**config.mk**
```make
export PLATFORM = sky130hd
export DESIGN_NAME = tcp_congestion_window_engine_unit_flat
export DESIGN_NICKNAME = d
export VERILOG_FILES = /design/src/rtl/tcwe_pkg.sv /design/src/rtl/tcwe_if.sv /design/src/rtl/tcp_congestion_window_engine_unit.sv /design/src/flat_wrapper.sv
export SDC_FILE = /design/constraint.sdc
export NUM_CORES = 1
export LEC_CHECK = 0
export BUFFER_PORTS_ARGS = -buffer_cell sky130_fd_sc_hd__buf_2
export CAP_MARGIN = 20
export CORE_AREA = 2 2 243 245
export DETAILED_ROUTE_END_ITERATION = 12
export DIE_AREA = 0 0 245 247
export PLACE_DENSITY = 0.71
export REMOVE_ABC_BUFFERS = 1
export SLEW_MARGIN = 20
export SYNTH_ARGS = -nofsm -noshare
export SYNTH_HDL_FRONTEND = slang
export SYNTH_SLANG_ARGS = --single-unit
```
**constraint.sdc**
```tcl
create_clock -name i_clk -period 24.7 [get_ports i_clk]
set_clock_uncertainty 0.15 [all_clocks]
set_input_delay 4.94 -clock i_clk [delete_from_list [all_inputs] [get_ports i_clk]]
set_output_delay 4.94 -clock i_clk [all_outputs]
set_load 0.01 [all_outputs]
```
**src/rtl/tcwe_pkg.sv**
```systemverilog
// Shared types and constants for the TCP congestion window engine.
// Used by the channel interfaces and the top level; depends on nothing.
`default_nettype none

package tcwe_pkg;

    // Payload widths.
    localparam int WordW    = 32;
    localparam int SegW     = 16;
    localparam int AckW     = 16;
    localparam int KindW    = 2;

    // Configuration port.
    localparam int ApbAddrW = 3;
    localparam int ApbDataW = 32;

    // Register index of the segment size (taken from paddr[2]).
    localparam logic RegSegmentSize = 1'b0;

    // Segment size after reset, in bytes.
    localparam logic [SegW-1:0] SegReset = 16'd536;

    // Item kinds; the fourth code is unused and leaves the state alone.
    typedef enum logic [KindW-1:0] {
        KIND_ACK  = 2'd0,
        KIND_LOSS = 2'd1,
        KIND_LOAD = 2'd2
    } t_kind;

endpackage

`default_nettype wire

```
**src/rtl/tcwe_if.sv**
```systemverilog
// Valid/ready channel interfaces for item input and result output.
// Depends on tcwe_pkg for payload widths.
`default_nettype none

interface tcwe_in_if;
    import tcwe_pkg::*;

    logic               valid;
    logic               ready;
    logic [KindW-1:0]   kind;
    logic [AckW-1:0]    segments_acked;
    logic [WordW-1:0]   bytes_in_flight;
    logic               in_recovery;
    logic [WordW-1:0]   load_window;
    logic [WordW-1:0]   load_threshold;

    modport source (
        output valid, kind, segments_acked, bytes_in_flight, in_recovery,
               load_window, load_threshold,
        input  ready
    );
    modport sink (
        input  valid, kind, segments_acked, bytes_in_flight, in_recovery,
               load_window, load_threshold,
        output ready
    );
endinterface

interface tcwe_out_if;
    import tcwe_pkg::*;

    logic               valid;
    logic               ready;
    logic [WordW-1:0]   window_bytes;
    logic [WordW-1:0]   threshold_bytes;
    logic [WordW-1:0]   loss_threshold;

    modport source (
        output valid, window_bytes, threshold_bytes, loss_threshold,
        input  ready
    );
    modport sink (
        input  valid, window_bytes, threshold_bytes, loss_threshold,
        output ready
    );
endinterface

`default_nettype wire

```
**src/rtl/tcp_congestion_window_engine_unit.sv**
```systemverilog
// TCP congestion window engine: window, slow-start threshold and remembered size.
// Loss, load and ack items that need no division show their registered result in the
// cycle after acceptance; an ack that needs the radix-2 divider runs setup, 32 divider
// steps and a finish state that waits for output room. One item is taken at a time.
// Reset (synchronous, active low) clears window, threshold and remembered size,
// sets the segment size to 536 and empties the output register. Uses tcwe_pkg, tcwe_if.
`default_nettype none

module tcp_congestion_window_engine_unit (
    input  wire                              i_clk,
    input  wire                              i_rst_n,
    tcwe_in_if.sink                          in_ch,
    tcwe_out_if.source                       out_ch,
    input  wire                              psel,
    input  wire                              penable,
    input  wire                              pwrite,
    input  wire  [tcwe_pkg::ApbAddrW-1:0]    paddr,
    input  wire  [tcwe_pkg::ApbDataW-1:0]    pwdata,
    output logic [tcwe_pkg::ApbDataW-1:0]    prdata,
    output logic                             pready
);
    import tcwe_pkg::*;

    typedef enum logic [1:0] {
        S_IDLE,
        S_DIV,
        S_FIN
    } t_state;

    // Saturating 32-bit add.
    function automatic logic [WordW-1:0] sat_add(input logic [WordW-1:0] a,
                                                 input logic [WordW-1:0] b);
        logic [WordW:0] s;
        s = {1'b0, a} + {1'b0, b};
        return s[WordW] ? '1 : s[WordW-1:0];
    endfunction

    t_state             r_state, n_state;
    logic [SegW-1:0]    r_seg, n_seg;
    logic [WordW-1:0]   r_window, n_window;
    logic [WordW-1:0]   r_thresh, n_thresh;
    logic [WordW-1:0]   r_remem, n_remem;
    logic [WordW-1:0]   r_rem, n_rem;
    logic [WordW-1:0]   r_quo, n_quo;
    logic [4:0]         r_cnt, n_cnt;
    logic               r_out_valid, n_out_valid;
    logic [WordW-1:0]   r_out_window, n_out_window;
    logic [WordW-1:0]   r_out_thresh, n_out_thresh;
    logic [WordW-1:0]   r_out_loss, n_out_loss;

    logic               in_fire;
    logic               out_free;
    logic               cfg_write;
    logic               emit;
    logic [WordW-1:0]   emit_loss;

    logic               slow;
    logic               grow_one;
    logic               more_acked;
    logic [WordW-1:0]   ack_window;
    logic               need_div;
    logic [WordW-1:0]   seg_sq;

    logic [WordW-1:0]   loss_floor;
    logic [WordW-1:0]   loss_half;
    logic [WordW-1:0]   loss_max;
    logic [WordW-1:0]   loss_value;

    logic [WordW+1:0]   trial;
    logic [WordW-1:0]   grow_term;

    // Handshakes.
    assign out_free  = !r_out_valid || out_ch.ready;
    assign in_ch.ready = (r_state == S_IDLE) && out_free;
    assign in_fire   = in_ch.valid && in_ch.ready;
    assign cfg_write = psel && penable && pwrite && pready && (paddr[2] == RegSegmentSize);

    assign out_ch.valid           = r_out_valid;
    assign out_ch.window_bytes    = r_out_window;
    assign out_ch.threshold_bytes = r_out_thresh;
    assign out_ch.loss_threshold  = r_out_loss;

    assign pready = 1'b1;
    assign prdata = {{(ApbDataW-SegW){1'b0}}, r_seg};

    // Ack front end: slow-start step and the decision to run the divider.
    assign slow       = r_window < r_thresh;
    assign grow_one   = slow && (in_ch.segments_acked != '0);
    assign more_acked = slow ? (in_ch.segments_acked > AckW'(1))
                             : (in_ch.segments_acked != '0);
    assign ack_window = grow_one ? sat_add(r_window, {{(WordW-SegW){1'b0}}, r_seg}) : r_window;
    assign need_div   = (ack_window >= r_thresh) && more_acked;
    assign seg_sq     = {{(WordW-SegW){1'b0}}, r_seg} * {{(WordW-SegW){1'b0}}, r_seg};

    // Loss threshold: max of twice the segment, half the flight and the remembered size.
    assign loss_floor = {{(WordW-SegW-1){1'b0}}, r_seg, 1'b0};
    assign loss_half  = {1'b0, in_ch.bytes_in_flight[WordW-1:1]};
    assign loss_max   = (loss_floor > loss_half) ? loss_floor : loss_half;
    assign loss_value = (r_remem > loss_max) ? r_remem : loss_max;

    // Restoring divider step and the growth term, raised to at least one.
    assign trial     = {1'b0, r_rem, r_quo[WordW-1]} - {2'b00, r_window};
    assign grow_term = (r_quo == '0) ? WordW'(1) : r_quo;

    // Sequencer and datapath next state.
    always_comb begin
        n_state      = r_state;
        n_seg        = r_seg;
        n_window     = r_window;
        n_thresh     = r_thresh;
        n_remem      = r_remem;
        n_rem        = r_rem;
        n_quo        = r_quo;
        n_cnt        = r_cnt;
        n_out_valid  = r_out_valid && !out_ch.ready;
        n_out_window = r_out_window;
        n_out_thresh = r_out_thresh;
        n_out_loss   = r_out_loss;
        emit         = 1'b0;
        emit_loss    = '0;

        if (cfg_write) begin
            n_seg = pwdata[SegW-1:0];
        end

        case (r_state)
            S_IDLE: begin
                if (in_fire) begin
                    case (t_kind'(in_ch.kind))
                        KIND_ACK: begin
                            n_window = ack_window;
                            if (!need_div) begin
                                emit = 1'b1;
                            end else if (ack_window == '0) begin
                                // Zero divisor: the quotient is the maximum.
                                n_window = '1;
                                emit     = 1'b1;
                            end else begin
                                n_rem   = '0;
                                n_quo   = seg_sq;
                                n_cnt   = 5'd31;
                                n_state = S_DIV;
                            end
                        end
                        KIND_LOSS: begin
                            n_thresh  = loss_value;
                            emit_loss = loss_value;
                            emit      = 1'b1;
                            if (in_ch.in_recovery && (in_ch.bytes_in_flight != '0)) begin
                                n_remem = in_ch.bytes_in_flight;
                            end
                        end
                        KIND_LOAD: begin
                            n_window = in_ch.load_window;
                            n_thresh = in_ch.load_threshold;
                            emit     = 1'b1;
                        end
                        default: begin
                            emit = 1'b1;
                        end
                    endcase
                end
            end
            S_DIV: begin
                if (!trial[WordW+1]) begin
                    n_rem = trial[WordW-1:0];
                end else begin
                    n_rem = {r_rem[WordW-2:0], r_quo[WordW-1]};
                end
                n_quo = {r_quo[WordW-2:0], !trial[WordW+1]};
                n_cnt = r_cnt - 5'd1;
                if (r_cnt == '0) begin
                    n_state = S_FIN;
                end
            end
            S_FIN: begin
                if (out_free) begin
                    n_window = sat_add(r_window, grow_term);
                    emit     = 1'b1;
                    n_state  = S_IDLE;
                end
            end
            default: begin
                n_state = S_IDLE;
            end
        endcase

        // Load the output register with the state after this item.
        if (emit) begin
            n_out_valid  = 1'b1;
            n_out_window = n_window;
            n_out_thresh = n_thresh;
            n_out_loss   = emit_loss;
        end
    end

    // State and registered outputs.
    always_ff @(posedge i_clk) begin
        if (!i_rst_n) begin
            r_state     <= S_IDLE;
            r_seg       <= SegReset;
            r_window    <= '0;
            r_thresh    <= '0;
            r_remem     <= '0;
            r_out_valid <= 1'b0;
        end else begin
            r_state     <= n_state;
            r_seg       <= n_seg;
            r_window    <= n_window;
            r_thresh    <= n_thresh;
            r_remem     <= n_remem;
            r_out_valid <= n_out_valid;
        end
        r_rem        <= n_rem;
        r_quo        <= n_quo;
        r_cnt        <= n_cnt;
        r_out_window <= n_out_window;
        r_out_thresh <= n_out_thresh;
        r_out_loss   <= n_out_loss;
    end

    // The divider loop never disturbs the architectural window and threshold.
    a_div_holds_state: assert property (@(posedge i_clk) disable iff (!i_rst_n)
        r_state == S_DIV |=> $stable(r_window) && $stable(r_thresh))
        else $error("window or threshold changed during division");

    // A new transaction is only taken when its result has room.
    a_accept_has_room: assert property (@(posedge i_clk) disable iff (!i_rst_n)
        in_fire |-> out_free)
        else $error("input accepted while output register is blocked");

    // The last divider step always hands over to the finish state.
    a_div_ends: assert property (@(posedge i_clk) disable iff (!i_rst_n)
        r_state == S_DIV && r_cnt == '0 |=> r_state == S_FIN)
        else $error("divider did not finish after its last step");

endmodule

`default_nettype wire
```
**src/flat_wrapper.sv**
```systemverilog
// flat-port wrapper written by rule: the top's interface ports become plain ports
module tcp_congestion_window_engine_unit_flat import tcwe_pkg::*;
  (i_clk, i_rst_n, psel, penable, pwrite, paddr, pwdata, prdata, pready, in_ch_valid, in_ch_kind, in_ch_segments_acked, in_ch_bytes_in_flight, in_ch_in_recovery, in_ch_load_window, in_ch_load_threshold, in_ch_ready, out_ch_valid, out_ch_window_bytes, out_ch_threshold_bytes, out_ch_loss_threshold, out_ch_ready);
  tcwe_in_if in_ch_i ();
  tcwe_out_if out_ch_i ();
  input  wire i_clk;
  input  wire i_rst_n;
  input  wire psel;
  input  wire penable;
  input  wire pwrite;
  input  wire  [tcwe_pkg::ApbAddrW-1:0] paddr;
  input  wire  [tcwe_pkg::ApbDataW-1:0] pwdata;
  output logic [tcwe_pkg::ApbDataW-1:0] prdata;
  output logic pready;
  input wire logic [$bits(in_ch_i.valid)-1:0] in_ch_valid;
  input wire logic [$bits(in_ch_i.kind)-1:0] in_ch_kind;
  input wire logic [$bits(in_ch_i.segments_acked)-1:0] in_ch_segments_acked;
  input wire logic [$bits(in_ch_i.bytes_in_flight)-1:0] in_ch_bytes_in_flight;
  input wire logic [$bits(in_ch_i.in_recovery)-1:0] in_ch_in_recovery;
  input wire logic [$bits(in_ch_i.load_window)-1:0] in_ch_load_window;
  input wire logic [$bits(in_ch_i.load_threshold)-1:0] in_ch_load_threshold;
  output wire logic [$bits(in_ch_i.ready)-1:0] in_ch_ready;
  output wire logic [$bits(out_ch_i.valid)-1:0] out_ch_valid;
  output wire logic [$bits(out_ch_i.window_bytes)-1:0] out_ch_window_bytes;
  output wire logic [$bits(out_ch_i.threshold_bytes)-1:0] out_ch_threshold_bytes;
  output wire logic [$bits(out_ch_i.loss_threshold)-1:0] out_ch_loss_threshold;
  input wire logic [$bits(out_ch_i.ready)-1:0] out_ch_ready;
  assign in_ch_i.valid = in_ch_valid;
  assign in_ch_i.kind = in_ch_kind;
  assign in_ch_i.segments_acked = in_ch_segments_acked;
  assign in_ch_i.bytes_in_flight = in_ch_bytes_in_flight;
  assign in_ch_i.in_recovery = in_ch_in_recovery;
  assign in_ch_i.load_window = in_ch_load_window;
  assign in_ch_i.load_threshold = in_ch_load_threshold;
  assign in_ch_ready = in_ch_i.ready;
  assign out_ch_valid = out_ch_i.valid;
  assign out_ch_window_bytes = out_ch_i.window_bytes;
  assign out_ch_threshold_bytes = out_ch_i.threshold_bytes;
  assign out_ch_loss_threshold = out_ch_i.loss_threshold;
  assign out_ch_i.ready = out_ch_ready;
  tcp_congestion_window_engine_unit u_core (.i_clk(i_clk), .i_rst_n(i_rst_n), .in_ch(in_ch_i), .out_ch(out_ch_i), .psel(psel), .penable(penable), .pwrite(pwrite), .paddr(paddr), .pwdata(pwdata), .prdata(prdata), .pready(pready));
endmodule
```
==> qor.csv <==
metric,value,unit
power after layout,1.58,mW
Pwr Density,52.2,nW/um2
"Clk Latency, worst-skew pair",610,ps
Inserted Clock Buffers,31,
overall routing resource usage,28.3,%
slowest cell on the critical path,a2111oi_0,
WP data required,24840,ps
status,completed,
maximum vdd drop,0.0607,mV
"critical path fanouts, max",45,
core footprint,58200,um2
global-route wire length before repair,133000,um
setup repair bufs after CTS,0,
deepest clock path buffer count,3,
clk sink count,280,
Finished Core Util,52.1,%
"Arr. time, crit path",11880,ps
Synth area leaders,"edfxtp_1 18%, ha_1 13%, fa_1 12%, dfxtp_1 8.4%, inv_1 4.2%",
number of placement rows,89,
Slowest Stage Delay on Critical Path,830,ps
design area,30300,um2
total negative setup slack,0,ps
number of library cell types mapped by synthesis,96,
Die Y,247,um
Synth Flop Type,edfxtp_1,
Starting DRT DRC Count,2114,
Synth Register Bits,280,
number of synthesized flops with an enable pin,165,
Max-slew headroom,26.1,%
post-cts resize count,0,
Port-buffer cells,252,
M1 GR Usage,37.0,%
R2R setup slack,17060,ps
RSZ-0062 raised after global routing,no,
minimum clock period,11740,ps
cell taking the most area after synthesis,edfxtp_1,
wire per inst,21.5,um
"Hold Vio Cnt, Final",0,
static leakage,14.7,nW
vias in the first global route,23000,
Mapped Cells,3078,
Vias/cell,5.90,
Slew Limit Fails,0,
final setup vio count,0,
number of fill cells,5423,
grt ovf,0,
die width,245,um
synthesized area per cell,8.92,um2
pin count of the biggest net entering global routing,108,
TritonRoute pass-1 iters,6,
Max Clk Rate,85.2,MHz
actual slew at the worst max-slew pin,1100,ps
Startpoint Class,input pin,
final routed DRC violation total,0,
Synth Cell Area,27500,um2
TritonCTS clock tree,done,
Nets,3852,
initial antenna violation count,1,
Post-CTS Hold Fix Bufs,0,
grt met3 use,3.14,%
kind of critical path,in2reg,
Synth top area share,18.0,%
initial core utilization,47.2,%
max-cap viol count,0,
Tcrit/Tclk final,47.5,%
Post-DP HPWL,65900,um
Antenna Nets Post-Route,0,
H-tree Lvls,1,
I/O pin cnt,288,
post-placement cell area,29300,um2
Die ar.,60500,um2
grt met2 use,46.4,%
routability cong.,1.02,
share of cells above drive strength 1,12.5,%
worst hold path class,reg2reg,
register area share after synthesis,26.4,%
final WL,86800,um
Ys Warns,0,
Crit. End Element,register,
vias after detailed routing,23800,
Layout area overhead,10.4,%
ant diodes,0,
GR peak layer,met2,
clock-pin slew on the worst setup and hold paths,60,ps
"FFs w/ async S/R, synth",0,%
root buf cell,clkbuf_16,
-- cell usage after synthesis (all sizes together) (6+ instances only) --
cell / number
inv: 305
ha: 288
nor2: 263
nand2: 228
a21oi: 186
fa: 167
edfxtp: 165
o21ai: 149
clkbuf: 138
dfxtp: 115
and2: 109
a21o: 77
mux2i: 75
xnor2: 59
a211oi: 56
nand3: 52
a31oi: 51
o21a: 44
buf: 43
nand4: 39
nand3b: 37
xor2: 37
and3: 35
nand2b: 35
nor3: 33
nor2b: 29
nor4: 25
o221ai: 19
mux2: 16
o211ai: 16
a311oi: 15
a211o: 13
o22a: 13
o31ai: 12
a22oi: 11
or2: 11
o21bai: 10
a21boi: 9
a31o: 9
a221oi: 8
a2111oi: 7
and4: 7
o22ai: 6
-- path summary, 6_finish.rpt --
| path | startpoint | end | cells past startpoint |
|---|---|---|---|
| setup / recovery | in_ch_bytes_in_flight[2] | u_core.out_ch.threshold_bytes[25] | 30 |
| hold reg to reg | u_core.r_seg[15] | u_core.r_seg[15] | 2 |
| hold / removal | u_core.r_seg[15] | u_core.r_seg[15] | 2 |
| setup reg to reg | u_core.r_seg[3] | u_core.out_ch.loss_threshold[20] | 20 |
-- logic make-up (layout without fill, tap and decap cells) --
group,Yosys count,in the layout,share of synthesized area [%]
adder cells (fa/ha/maj),455,455,25.3
XOR/XNOR,96,96,3.06
buffers and inverters,486,658,7.01
multiplexers,91,91,3.39
flip-flops,280,280,26.4
other,2,17,0.0273
AND/OR/NAND/NOR,922,922,16.7
AO/OA/AOI/OAI,746,746,18.1
-- flip-flops by register name (all words and copies together), names as in the netlist --
register,count
u_core.out_ch.loss_threshold,32
u_core.r_window,32
u_core.out_ch.threshold_bytes,32
u_core.r_seg,16
u_core.r_state,2
u_core.r_quo,32
u_core.r_rem,32
u_core.r_thresh,32
u_core.r_remem,32
u_core.out_ch.valid,1
u_core.r_cnt,5
u_core.out_ch.window_bytes,32
-- final cells by class --
type	count	area, um2	share of cell area, %
inverter	305	1140	3.77
sequential	280	7260	23.9
timing repair buffer	295	1580	5.22
tap	773	967	3.19
clock buffer	35	801	2.64
multi-input combinational	2327	18400	60.6
clock inverter	23	188	0.619
-- power by group --
| part | leakage (nW) | total, mW | switching [mW] | internal [mW] |
|---|---|---|---|---|
| registers | 2.53 | 0.590 | 0.0377 | 0.552 |
| clock network | 0.489 | 0.465 | 0.210 | 0.255 |
| logic | 11.6 | 0.529 | 0.327 | 0.202 |
-- critical path: cells and delay by family --
family | cells | cell delay [ps]
AO/OA/AOI/OAI | 19 | 4400
AND/OR/NAND/NOR | 3 | 330
adder cells (fa/ha/maj) | 2 | 500
multiplexers | 2 | 610
buffers and inverters | 4 | 1050
-- metal layers --
layer,up-vias,share of wire (%)
met5,-,0
met4,0,5.6
met3,248,7.0
met2,971,46
met1,11400,41
li1,11200,-
-- through the flow --
stage,std cells,worst slack [ps],hold slack [ps]
after floorplan,2912,12520,313
after global placement,3980,12460,298
after detailed placement,3980,12390,306
after CTS,4038,12990,314
after global routing,4038,12490,340
final,4038,12960,318
-- layout by cell type, fill, tap and decap left out, types with 16 or more instances in the layout --
| master | n |
|---|---|
| xor2_1 | 37 |
| nor2b_1 | 28 |
| edfxtp_1 | 165 |
| conb_1 | 17 |
| nand4_1 | 38 |
| dfxtp_1 | 115 |
| a211oi_1 | 55 |
| nand3_1 | 51 |
| mux2i_1 | 75 |
| nor3_1 | 30 |
| ha_1 | 287 |
| and3_1 | 35 |
| fa_1 | 167 |
| a31oi_1 | 51 |
| clkbuf_16 | 31 |
| mux2_2 | 16 |
| o21a_1 | 44 |
| nor4_1 | 25 |
| nor2_1 | 262 |
| o21ai_0 | 145 |
| a21o_1 | 77 |
| xnor2_1 | 59 |
| and2_1 | 107 |
| nand3b_1 | 37 |
| nand2_1 | 226 |
| buf_4 | 43 |
| nand2b_1 | 34 |
| buf_2 | 252 |
| a21oi_1 | 184 |
| o221ai_1 | 19 |
| inv_1 | 304 |
Power figures use the tool's default switching activity.
